$ cat config.mk
export PLATFORM = sky130hd
export DESIGN_NAME = dram_bank_open_row_timing_top
export DESIGN_NICKNAME = d
export VERILOG_FILES = /design/src/design/dbort_pkg.sv /design/src/design/dbort_front.sv /design/src/design/dbort_queue.sv /design/src/design/dbort_back.sv /design/src/design/dram_bank_open_row_timing_top.sv
export SDC_FILE = /design/constraint.sdc
export NUM_CORES = 2
export LEC_CHECK = 0
export ABC_AREA = 1
export BUFFER_PORTS_ARGS = -buffer_cell sky130_fd_sc_hd__clkbuf_2
export CAP_MARGIN = 25
export CORE_UTILIZATION = 25
export CTS_CLUSTER_SIZE = 40
export DETAILED_ROUTE_END_ITERATION = 7
export PLACE_DENSITY = 0.39
export SLEW_MARGIN = 30
export SYNTH_ARGS = -nofsm -noshare
export SYNTH_HDL_FRONTEND = slang
export SYNTH_HIERARCHICAL = 1
export SYNTH_SLANG_ARGS = --single-unit
$ cat constraint.sdc
create_clock -name clk -period 11.2 [get_ports clk]
set_input_delay 0.56 -clock clk [delete_from_list [all_inputs] [get_ports clk]]
set_output_delay 0.56 -clock clk [all_outputs]
set_load 0.05 [all_outputs]
$ cat src/design/dbort_pkg.sv
// ----------------------------------------------------------------------------
// DRAM bank timing package
// Shared types and constants for the open-row bank timing model.
// ----------------------------------------------------------------------------
package dbort_pkg;

	localparam int CFG_IDX_W = 3;

	typedef enum logic [CFG_IDX_W-1:0] {
		REG_ROW_SIZE  = 3'd0,
		REG_BANKS     = 3'd1,
		REG_ACCESS    = 3'd2,
		REG_OPEN      = 3'd3,
		REG_CLOSE     = 3'd4,
		REG_WRITE_REC = 3'd5,
		REG_BYPASS    = 3'd6,
		REG_NONE      = 3'd7
	} reg_idx_t;

	typedef enum logic [1:0] {
		DIV_IDLE,
		DIV_ROW,
		DIV_BANK,
		DIV_PUSH
	} div_state_t;

	typedef struct packed {
		logic [16:0] row_size;
		logic [4:0]  banks;
		logic [15:0] access_lat;
		logic [15:0] open_lat;
		logic [15:0] close_lat;
		logic [15:0] write_rec;
		logic        bypass;
	} cfg_t;

endpackage

$ cat src/design/dbort_front.sv
// ----------------------------------------------------------------------------
// DRAM bank timing front end
// Accepts an access and splits its address into bank and row with a
// restoring bit-serial divider: address / row_size, then that quotient by
// the bank count. Pushes the classified access into the queue.
// ----------------------------------------------------------------------------
module dbort_front #(
	parameter int ADDR_BITS  = 48,
	parameter int BANK_W     = 4,
	parameter int BANK_COUNT = 16
) (
	input  logic                 clk,
	input  logic                 arst_n,
	input  logic                 take,
	input  logic [ADDR_BITS-1:0] address,
	input  logic                 write_access,
	input  logic [47:0]          arrival_time,
	input  dbort_pkg::cfg_t      cfg,
	input  logic                 q_full,
	output logic                 busy,
	output logic                 push,
	output logic [BANK_W-1:0]    push_bank,
	output logic [ADDR_BITS-1:0] push_row,
	output logic                 push_wr,
	output logic [47:0]          push_arr
);
	localparam int CNT_W = $clog2(ADDR_BITS + 1);

	dbort_pkg::div_state_t state_q, state_d;
	logic [CNT_W-1:0]     cnt_q;
	logic [ADDR_BITS-1:0] quo_q;
	logic [16:0]          rem_q;
	logic [16:0]          dvs_q;
	logic [BANK_W-1:0]    bank_q;
	logic                 wr_q;
	logic [47:0]          arr_q;
	logic [17:0]          trial;
	logic                 ge;
	logic [16:0]          rsize;
	logic [4:0]           nb;

	always_comb begin
		rsize = (cfg.row_size == 17'd0) ? 17'd1 : cfg.row_size;
		nb = cfg.banks;
		if (nb == 5'd0)
			nb = 5'd1;
		if (32'(nb) > 32'(BANK_COUNT))
			nb = 5'(BANK_COUNT);
	end

	assign trial = {rem_q, quo_q[ADDR_BITS-1]};
	assign ge    = trial >= {1'b0, dvs_q};

	always_comb begin
		state_d = state_q;
		case (state_q)
			dbort_pkg::DIV_IDLE: if (take) state_d = dbort_pkg::DIV_ROW;
			dbort_pkg::DIV_ROW:  if (cnt_q == CNT_W'(1)) state_d = dbort_pkg::DIV_BANK;
			dbort_pkg::DIV_BANK: if (cnt_q == CNT_W'(1)) state_d = dbort_pkg::DIV_PUSH;
			dbort_pkg::DIV_PUSH: if (!q_full) state_d = dbort_pkg::DIV_IDLE;
			default:             state_d = dbort_pkg::DIV_IDLE;
		endcase
	end

	always_comb begin
		busy = state_q != dbort_pkg::DIV_IDLE;
		push = (state_q == dbort_pkg::DIV_PUSH) && !q_full;
	end

	always_ff @(posedge clk or negedge arst_n) begin
		if (!arst_n)
			state_q <= dbort_pkg::DIV_IDLE;
		else
			state_q <= state_d;
	end

	always_ff @(posedge clk) begin
		case (state_q)
			dbort_pkg::DIV_IDLE: begin
				quo_q <= address;
				rem_q <= '0;
				dvs_q <= rsize;
				cnt_q <= CNT_W'(ADDR_BITS);
				wr_q  <= write_access;
				arr_q <= arrival_time;
			end
			dbort_pkg::DIV_ROW, dbort_pkg::DIV_BANK: begin
				quo_q <= {quo_q[ADDR_BITS-2:0], ge};
				if (cnt_q == CNT_W'(1) && state_q == dbort_pkg::DIV_ROW) begin
					rem_q <= '0;
					dvs_q <= 17'(nb);
					cnt_q <= CNT_W'(ADDR_BITS);
				end else begin
					rem_q <= ge ? 17'(trial - {1'b0, dvs_q}) : trial[16:0];
					cnt_q <= cnt_q - CNT_W'(1);
				end
				if (cnt_q == CNT_W'(1) && state_q == dbort_pkg::DIV_BANK)
					bank_q <= BANK_W'(ge ? 17'(trial - {1'b0, dvs_q}) : trial[16:0]);
			end
			default: ;
		endcase
	end

	assign push_bank = bank_q;
	assign push_row  = quo_q;
	assign push_wr   = wr_q;
	assign push_arr  = arr_q;

endmodule

$ cat src/design/dbort_queue.sv
// ----------------------------------------------------------------------------
// DRAM bank timing access queue
// Two-entry queue between the address front end and the bank back end.
// ----------------------------------------------------------------------------
module dbort_queue #(
	parameter int W = 8
) (
	input  logic         clk,
	input  logic         arst_n,
	input  logic         push,
	input  logic [W-1:0] wdata,
	input  logic         pop,
	output logic         full,
	output logic         empty,
	output logic [W-1:0] rdata
);
	logic [W-1:0] mem_q [2];
	logic         wp_q, rp_q;
	logic [1:0]   cnt_q;

	assign full  = cnt_q == 2'd2;
	assign empty = cnt_q == 2'd0;
	assign rdata = mem_q[rp_q];

	always_ff @(posedge clk or negedge arst_n) begin
		if (!arst_n) begin
			wp_q  <= 1'b0;
			rp_q  <= 1'b0;
			cnt_q <= 2'd0;
		end else begin
			if (push) wp_q <= ~wp_q;
			if (pop)  rp_q <= ~rp_q;
			cnt_q <= cnt_q + 2'(push) - 2'(pop);
		end
	end

	always_ff @(posedge clk) begin
		if (push)
			mem_q[wp_q] <= wdata;
	end

endmodule

$ cat src/design/dbort_back.sv
// ----------------------------------------------------------------------------
// DRAM bank timing back end
// Looks up the bank table, computes wait and service, updates the bank
// and registers the result beat.
// ----------------------------------------------------------------------------
module dbort_back #(
	parameter int ADDR_BITS = 48,
	parameter int BANK_W    = 4
) (
	input  logic                 clk,
	input  logic                 arst_n,
	input  logic                 pop,
	input  logic [BANK_W-1:0]    bank,
	input  logic [ADDR_BITS-1:0] row,
	input  logic                 wr,
	input  logic [47:0]          arr,
	input  dbort_pkg::cfg_t      cfg,
	output logic                 done,
	output logic [63:0]          completion_time,
	output logic [3:0]           bank_index,
	output logic                 row_hit,
	output logic                 bank_conflict,
	output logic [63:0]          queued_cycles,
	output logic [17:0]          svc_cycles
);
	localparam int NB = 1 << BANK_W;

	logic [NB-1:0]        vld_q;
	logic [ADDR_BITS-1:0] row_q  [NB];
	logic [63:0]          free_q [NB];
	logic [63:0]          free_at;
	logic                 hit, conf;
	logic [17:0]          svc;
	logic [63:0]          start;
	logic [64:0]          sum;
	logic [63:0]          fin;

	always_comb begin
		free_at = free_q[bank];
		conf    = free_at > 64'(arr);
		start   = conf ? free_at : 64'(arr);
		hit     = vld_q[bank] && (row_q[bank] == row);
		svc     = 18'(cfg.access_lat);
		if (!hit) begin
			svc = svc + 18'(cfg.open_lat);
			if (vld_q[bank])
				svc = svc + 18'(cfg.close_lat);
		end
		if (wr)
			svc = svc + 18'(cfg.write_rec);
		sum = 65'(start) + 65'(svc);
		fin = sum[64] ? '1 : sum[63:0];
	end

	always_ff @(posedge clk or negedge arst_n) begin
		if (!arst_n) begin
			vld_q <= '0;
			done  <= 1'b0;
			for (int i = 0; i < NB; i++)
				free_q[i] <= '0;
		end else begin
			done <= pop;
			if (pop) begin
				vld_q[bank]  <= 1'b1;
				free_q[bank] <= fin;
			end
		end
	end

	always_ff @(posedge clk) begin
		if (pop) begin
			row_q[bank]     <= row;
			completion_time <= fin;
			bank_index      <= 4'(bank);
			row_hit         <= hit;
			bank_conflict   <= conf;
			queued_cycles   <= conf ? free_at - 64'(arr) : '0;
			svc_cycles      <= svc;
		end
	end

endmodule

$ cat src/design/dram_bank_open_row_timing_top.sv
// ----------------------------------------------------------------------------
// DRAM bank open-row timing model, top level
// Start/busy command port for accesses, valid/ready configuration port.
// ----------------------------------------------------------------------------
// Usage: raise start with address, write_access and arrival_time while busy
// is low; the beat is taken at that edge. The front end divides the address
// bit-serially by the row size and then by the bank count, one quotient bit
// a cycle, then passes a two-entry queue to the back end, which looks up
// the bank table combinationally, updates it and registers the result. One
// result beat per access appears on result_valid for exactly one cycle.
// Busy stays high until the front end has pushed the access into the
// queue, so a new access is taken only after the last one has left the
// divider. In bypass mode the access goes straight to the output register
// and its result appears in the cycle after start.
// Configuration writes complete whenever cfg_valid is high (cfg_ready is
// always high); write only while no access is in flight.
// Reset clears all banks (no row open, free at zero) and loads register
// defaults. The receiver cannot stall; results are never held back.
// ----------------------------------------------------------------------------
module dram_bank_open_row_timing_top #(
	parameter int BANK_COUNT = 16,
	parameter int ADDR_BITS  = 48
) (
	input  logic                 clk,
	input  logic                 arst_n,
	input  logic                 start,
	output logic                 busy,
	input  logic [ADDR_BITS-1:0] address,
	input  logic                 write_access,
	input  logic [47:0]          arrival_time,
	input  logic                 cfg_valid,
	output logic                 cfg_ready,
	input  logic [2:0]           cfg_index,
	input  logic [31:0]          cfg_data,
	output logic                 result_valid,
	output logic [63:0]          completion_time,
	output logic [3:0]           bank_index,
	output logic                 row_hit,
	output logic                 bank_conflict,
	output logic [63:0]          queued_cycles,
	output logic [17:0]          svc_cycles
);
	localparam int BANK_W = (BANK_COUNT > 1) ? $clog2(BANK_COUNT) : 1;
	localparam int QW     = BANK_W + ADDR_BITS + 1 + 48;

	dbort_pkg::cfg_t cfg_q;
	logic            take, fbusy, push, pop, qfull, qempty, bdone, byp_q;
	logic [BANK_W-1:0]    pbank;
	logic [ADDR_BITS-1:0] prow;
	logic                 pwr;
	logic [47:0]          parr, byp_arr_q;
	logic [QW-1:0]        qrd;
	logic [63:0]          b_comp;
	logic [3:0]           b_bank;
	logic                 b_hit, b_conf;
	logic [63:0]          b_queued;
	logic [17:0]          b_svc;

	assign cfg_ready = 1'b1;
	assign busy      = fbusy;
	assign take      = start && !fbusy && !cfg_q.bypass;

	always_ff @(posedge clk or negedge arst_n) begin
		if (!arst_n) begin
			cfg_q <= '{row_size: 17'd2048, banks: 5'd8, access_lat: 16'd10,
				open_lat: 16'd10, close_lat: 16'd10, write_rec: 16'd5, bypass: 1'b0};
			byp_q <= 1'b0;
		end else begin
			byp_q <= start && !fbusy && cfg_q.bypass;
			if (cfg_valid) begin
				case (dbort_pkg::reg_idx_t'(cfg_index))
					dbort_pkg::REG_ROW_SIZE:  cfg_q.row_size   <= cfg_data[16:0];
					dbort_pkg::REG_BANKS:     cfg_q.banks      <= cfg_data[4:0];
					dbort_pkg::REG_ACCESS:    cfg_q.access_lat <= cfg_data[15:0];
					dbort_pkg::REG_OPEN:      cfg_q.open_lat   <= cfg_data[15:0];
					dbort_pkg::REG_CLOSE:     cfg_q.close_lat  <= cfg_data[15:0];
					dbort_pkg::REG_WRITE_REC: cfg_q.write_rec  <= cfg_data[15:0];
					dbort_pkg::REG_BYPASS:    cfg_q.bypass     <= cfg_data[0];
					default: ;
				endcase
			end
		end
	end

	always_ff @(posedge clk) begin
		if (start && !fbusy)
			byp_arr_q <= arrival_time;
	end

	dbort_front #(.ADDR_BITS(ADDR_BITS), .BANK_W(BANK_W), .BANK_COUNT(BANK_COUNT)) u_front (
		.clk, .arst_n, .take, .address, .write_access, .arrival_time,
		.cfg(cfg_q), .q_full(qfull), .busy(fbusy), .push,
		.push_bank(pbank), .push_row(prow), .push_wr(pwr), .push_arr(parr)
	);

	dbort_queue #(.W(QW)) u_queue (
		.clk, .arst_n, .push, .wdata({pbank, prow, pwr, parr}),
		.pop, .full(qfull), .empty(qempty), .rdata(qrd)
	);

	assign pop = !qempty;

	dbort_back #(.ADDR_BITS(ADDR_BITS), .BANK_W(BANK_W)) u_back (
		.clk, .arst_n, .pop,
		.bank(qrd[QW-1 -: BANK_W]), .row(qrd[48+ADDR_BITS -: ADDR_BITS]),
		.wr(qrd[48]), .arr(qrd[47:0]), .cfg(cfg_q), .done(bdone),
		.completion_time(b_comp), .bank_index(b_bank), .row_hit(b_hit),
		.bank_conflict(b_conf), .queued_cycles(b_queued), .svc_cycles(b_svc)
	);

	assign result_valid    = bdone || byp_q;
	assign completion_time = byp_q ? 64'(byp_arr_q) : b_comp;
	assign bank_index      = byp_q ? 4'd0 : b_bank;
	assign row_hit         = !byp_q && b_hit;
	assign bank_conflict   = !byp_q && b_conf;
	assign queued_cycles   = byp_q ? 64'd0 : b_queued;
	assign svc_cycles      = byp_q ? 18'd0 : b_svc;

	assert property (@(posedge clk) disable iff (!arst_n) !(bdone && byp_q))
		else $error("bypass and bank result collide");
	assert property (@(posedge clk) disable iff (!arst_n) push |-> !qfull)
		else $error("push into full queue");
	assert property (@(posedge clk) disable iff (!arst_n) (start && !busy) |=> busy || byp_q)
		else $error("accepted access lost");

endmodule

==> flow_summary.toml <==
[finish]
final-seq-area_um2 = 67800
drive_gt1_share_pct = 10.0
fillers = 47576
final_core_util_pct = 29.5
multi_input_area_um2 = 37700
area_delta_synth_final_pct = 17.6
nets = 12727

[detailed_routing]
detail-route-antenna-nets = 0
wire_per_inst_um = 22.8
wirelength_um = 425000
detail_route.first_pass.iterations = 6
route.vias.total = 85555
drc = 0
vias_per_cell = 4.58
drtIter0Drc = 7044

[clock_network]
clock-root-buffer = "clkbuf_16"
cts_buffers = 304
cts_buffer_depth = 4
tritoncts = "yes"
clock_latency_ps = 930
clkTransAtPathRegs_ps = 60
cts.sinks = 2446
htreeDepth = 5

[synth]
synthAdderAreaFrac_pct = 1.68
synth_cell_types = 63
synthTopCellsByArea = "edfxtp_1, dfrtp_1, nand2_1"
synth_xor_area_share_pct = 0.926
syn_avg_cell_area_um2 = 9.34
seq_area_frac_synth_pct = 59.7
synthSimpleGateAreaFrac_pct = 19.5
synth_compound_area_share_pct = 10.9
netlist_area_um2 = 113000
async_reset_ff_share_pct = 46.4
synth_top_area_share_pct = 34.7
synth-edff-count = 1311
synth_nets = 12430
synth_top_flop_cell = "edfxtp_1"
yosysTopAreaCell = "edfxtp_1"
synth.area.mux_share_pct = 0
synth_most_common_cell = "nand2_1"
yosysWarnings = 6
synth-seq-cells = 2446
synth_common_cells = "nand2_1, inv_1, edfxtp_1"
syn_inst = 12145
synth_top_family_by_area = "simple AND/OR/NAND/NOR gates"

[setup_path]
critPathCaptureType = "flop"
cp_slowest_cell = "dfrtp_4"
critPathLaunchType = "flop"
cp.required_ps = 11950
critPathMaxStageDelay_ps = 630
critical_path_arrival_ps = 11170
criticalPathCategory = "flop to flop"
crit_fanout = 20
cpMostUsedCell = "nand2_1"

[die]
die_w_um = 676
die_h_um = 676
die-area_um2 = 457000
pin_count = 291
initial_core_util_pct = 25.1
core_um2 = 452000
num_rows = 247

[timing]
fmax_mhz = 96.0
setup_viol = 0
finalMaxSlewViolations = 0
setup_ws_ps = 779
fin_skew_ps = 87.8
tns_ps = 0
slew_headroom_pct = 30.2
hold_viol = 0
tightestPinTransition_ps = 1050
rsz0062_at_grt = "false"
min_period_ps = 10420
fin_crit_sh_pct = 93.0

[job]
maxCapViolCount = 0

[power_and_ir_drop]
p_leak_nw = 57.3
p_per_area_nw_per_um2 = 168
swShare_pct = 27.2
power_frac_seq_pct = 43.9
irDropWorstVdd_mv = 0.111
p_int_mw = 16.3
p_sw_mw = 6.09
power_frac_comb_pct = 11.5
clkPwrFrac_pct = 44.6

[placement]
place_congestion = 0.872
pre_cts_ws_ps = 424
dp_hpwl_um = 261000
portBuffers = 274

[global_route]
grt_remaining_overflow = 0
groute.usage.overall_pct = 18.3
grt_busiest_layer = "met2"
grt_pass1_wl_um = 616000
grt_pass1_vias = 84285
grt_max_degree = 162
antenna_found_initial = 19
met1_usage_pct = 25.8
grtUsageMet3_pct = 1.82
met2_usage_pct = 30.0

[min_path]
hold_path.class = "input port to flop"

[outcome]
run_status = "finished, final reports clean"
[worst max-delay path: cells and delay by family, from the launching register on]
family / cells / cell delay [ps]
compound gates: 8 / 1510
xor+xnor: 1 / 500
fa+ha+maj: 2 / 850
flops: 1 / 630
buf+inv: 8 / 1230
simple gates: 37 / 5410
[power by group through the flow]
stage                     logic [mW]  clock network, mW  registers, mW
final                           2.58               10.0           9.84
after global routing            2.89               10.6           9.87
after CTS                       2.63               10.3           9.85
after detailed placement        2.58                  0           10.0
after global placement          2.61                  0           10.0
after floorplan                 1.78                  0           9.95
[cell families (layout without fill, tap and decap cells)]
family          after synthesis  in the layout
simple gates               5311           5311
flops                      2446           2446
xor+xnor                    120            120
fa+ha+maj                   149            149
compound gates             2116           2116
other cells                   1              8
buf+inv                    2002           2553
[sequential cells by signal, summed over array words and instances (netlist names), 2 cells and up]
signal                  cells
u_back/free_q            1024
u_back/row_q              768
u_queue/mem_q             202
cfg_q                      87
u_back/completion_time     64
u_back/queued_cycles       64
byp_arr_q                  48
u_front/push_arr           48
u_front/push_row           48
u_back/svc_cycles          18
u_front/dvs_q              17
u_front/rem_q              17
u_back/vld_q               16
u_front/cnt_q               6
u_back/bank_index           4
u_front/push_bank           4
u_front/state_q             2
u_queue/cnt_q               2
[final timing paths]
kind | start | to | slack (ps) | cells after the start
max in group asynchronous | arst_n | cfg_q[82] | 8170 | 6
min in group asynchronous | arst_n | u_back/free_q[268] | 270 | 2
worst max register to register | u_queue/rp_q | u_back/free_q[693] | 780 | 56
worst max-delay path | u_queue/rp_q | u_back/free_q[693] | 780 | 56
worst min register to register | u_front/push_wr | u_queue/mem_q[1][48] | 430 | 0
worst min-delay path | start | byp_q | 50 | 3
[layer usage]
metal | routed length (µm) | part of all wire (%)
met1 | 200000 | 47
met2 | 198000 | 47
met3 | 16900 | 4.0
met4 | 10200 | 2.4
met5 | 0 | 0
[stage by stage]
stage | cell area [µm²] | instances | power (mW) | hold slack (ps)
2_1_floorplan | 113000 | 12145 | 11.7 | 264
3_3_place_gp | 122000 | 17991 | 12.6 | 428
3_5_place_dp | 122000 | 17995 | 12.6 | 430
4_1_cts | 133000 | 18669 | 22.8 | 5.46
5_1_grt | 133000 | 18674 | 23.4 | 53.1
6_report | 133000 | 18679 | 22.4 | 51.9
[what timing repair did]
item	CTS	global route
hold buffers	114	0
hold endpoints to repair	319	0
buffers inserted	0	0
resized for setup	0	2
endpoints found under the setup margin	0	125
[layout by cell type, fill, tap and decap left out, types with 11 or more instances in the layout]
master and count:
bufinv_16 26, a21oi_1 328, xnor2_1 42, o21ai_0 667, inv_2 11, nor4_1 19
nor2_1 447, nor2_2 17, inv_1 1296, clkinv_1 61, dlygate4sd3_1 114, nand3_1 237
buf_12 47, a31oi_1 22, nand2_1 4107, o21ai_1 265, nand3_2 17, nand3_4 33
a22oi_1 480, nand2_4 23, o22ai_1 297, clkinv_2 50, edfxtp_1 1311, nand2_2 11
buf_4 218, clkbuf_16 311, nand4_1 176, xor2_1 78, ha_1 142, clkbuf_1 62
inv_6 13, nor3_1 41, clkbuf_2 273, clkbuf_8 21, nand3b_1 36, or2_2 78
nor2_4 37, dfrtp_1 1123
[cell type report]
cell class	instances	share of cell area [%]
Sequential cell	2446	50.8
Multi-Input combinational cell	7697	28.3
Clock buffer	394	6.22
Tap cell	5976	5.60
Timing Repair Buffer	661	3.96
Inverter	1332	3.79
Clock inverter	166	1.31
Antenna cell	7	0.0131
Power figures use the tool's default switching activity.
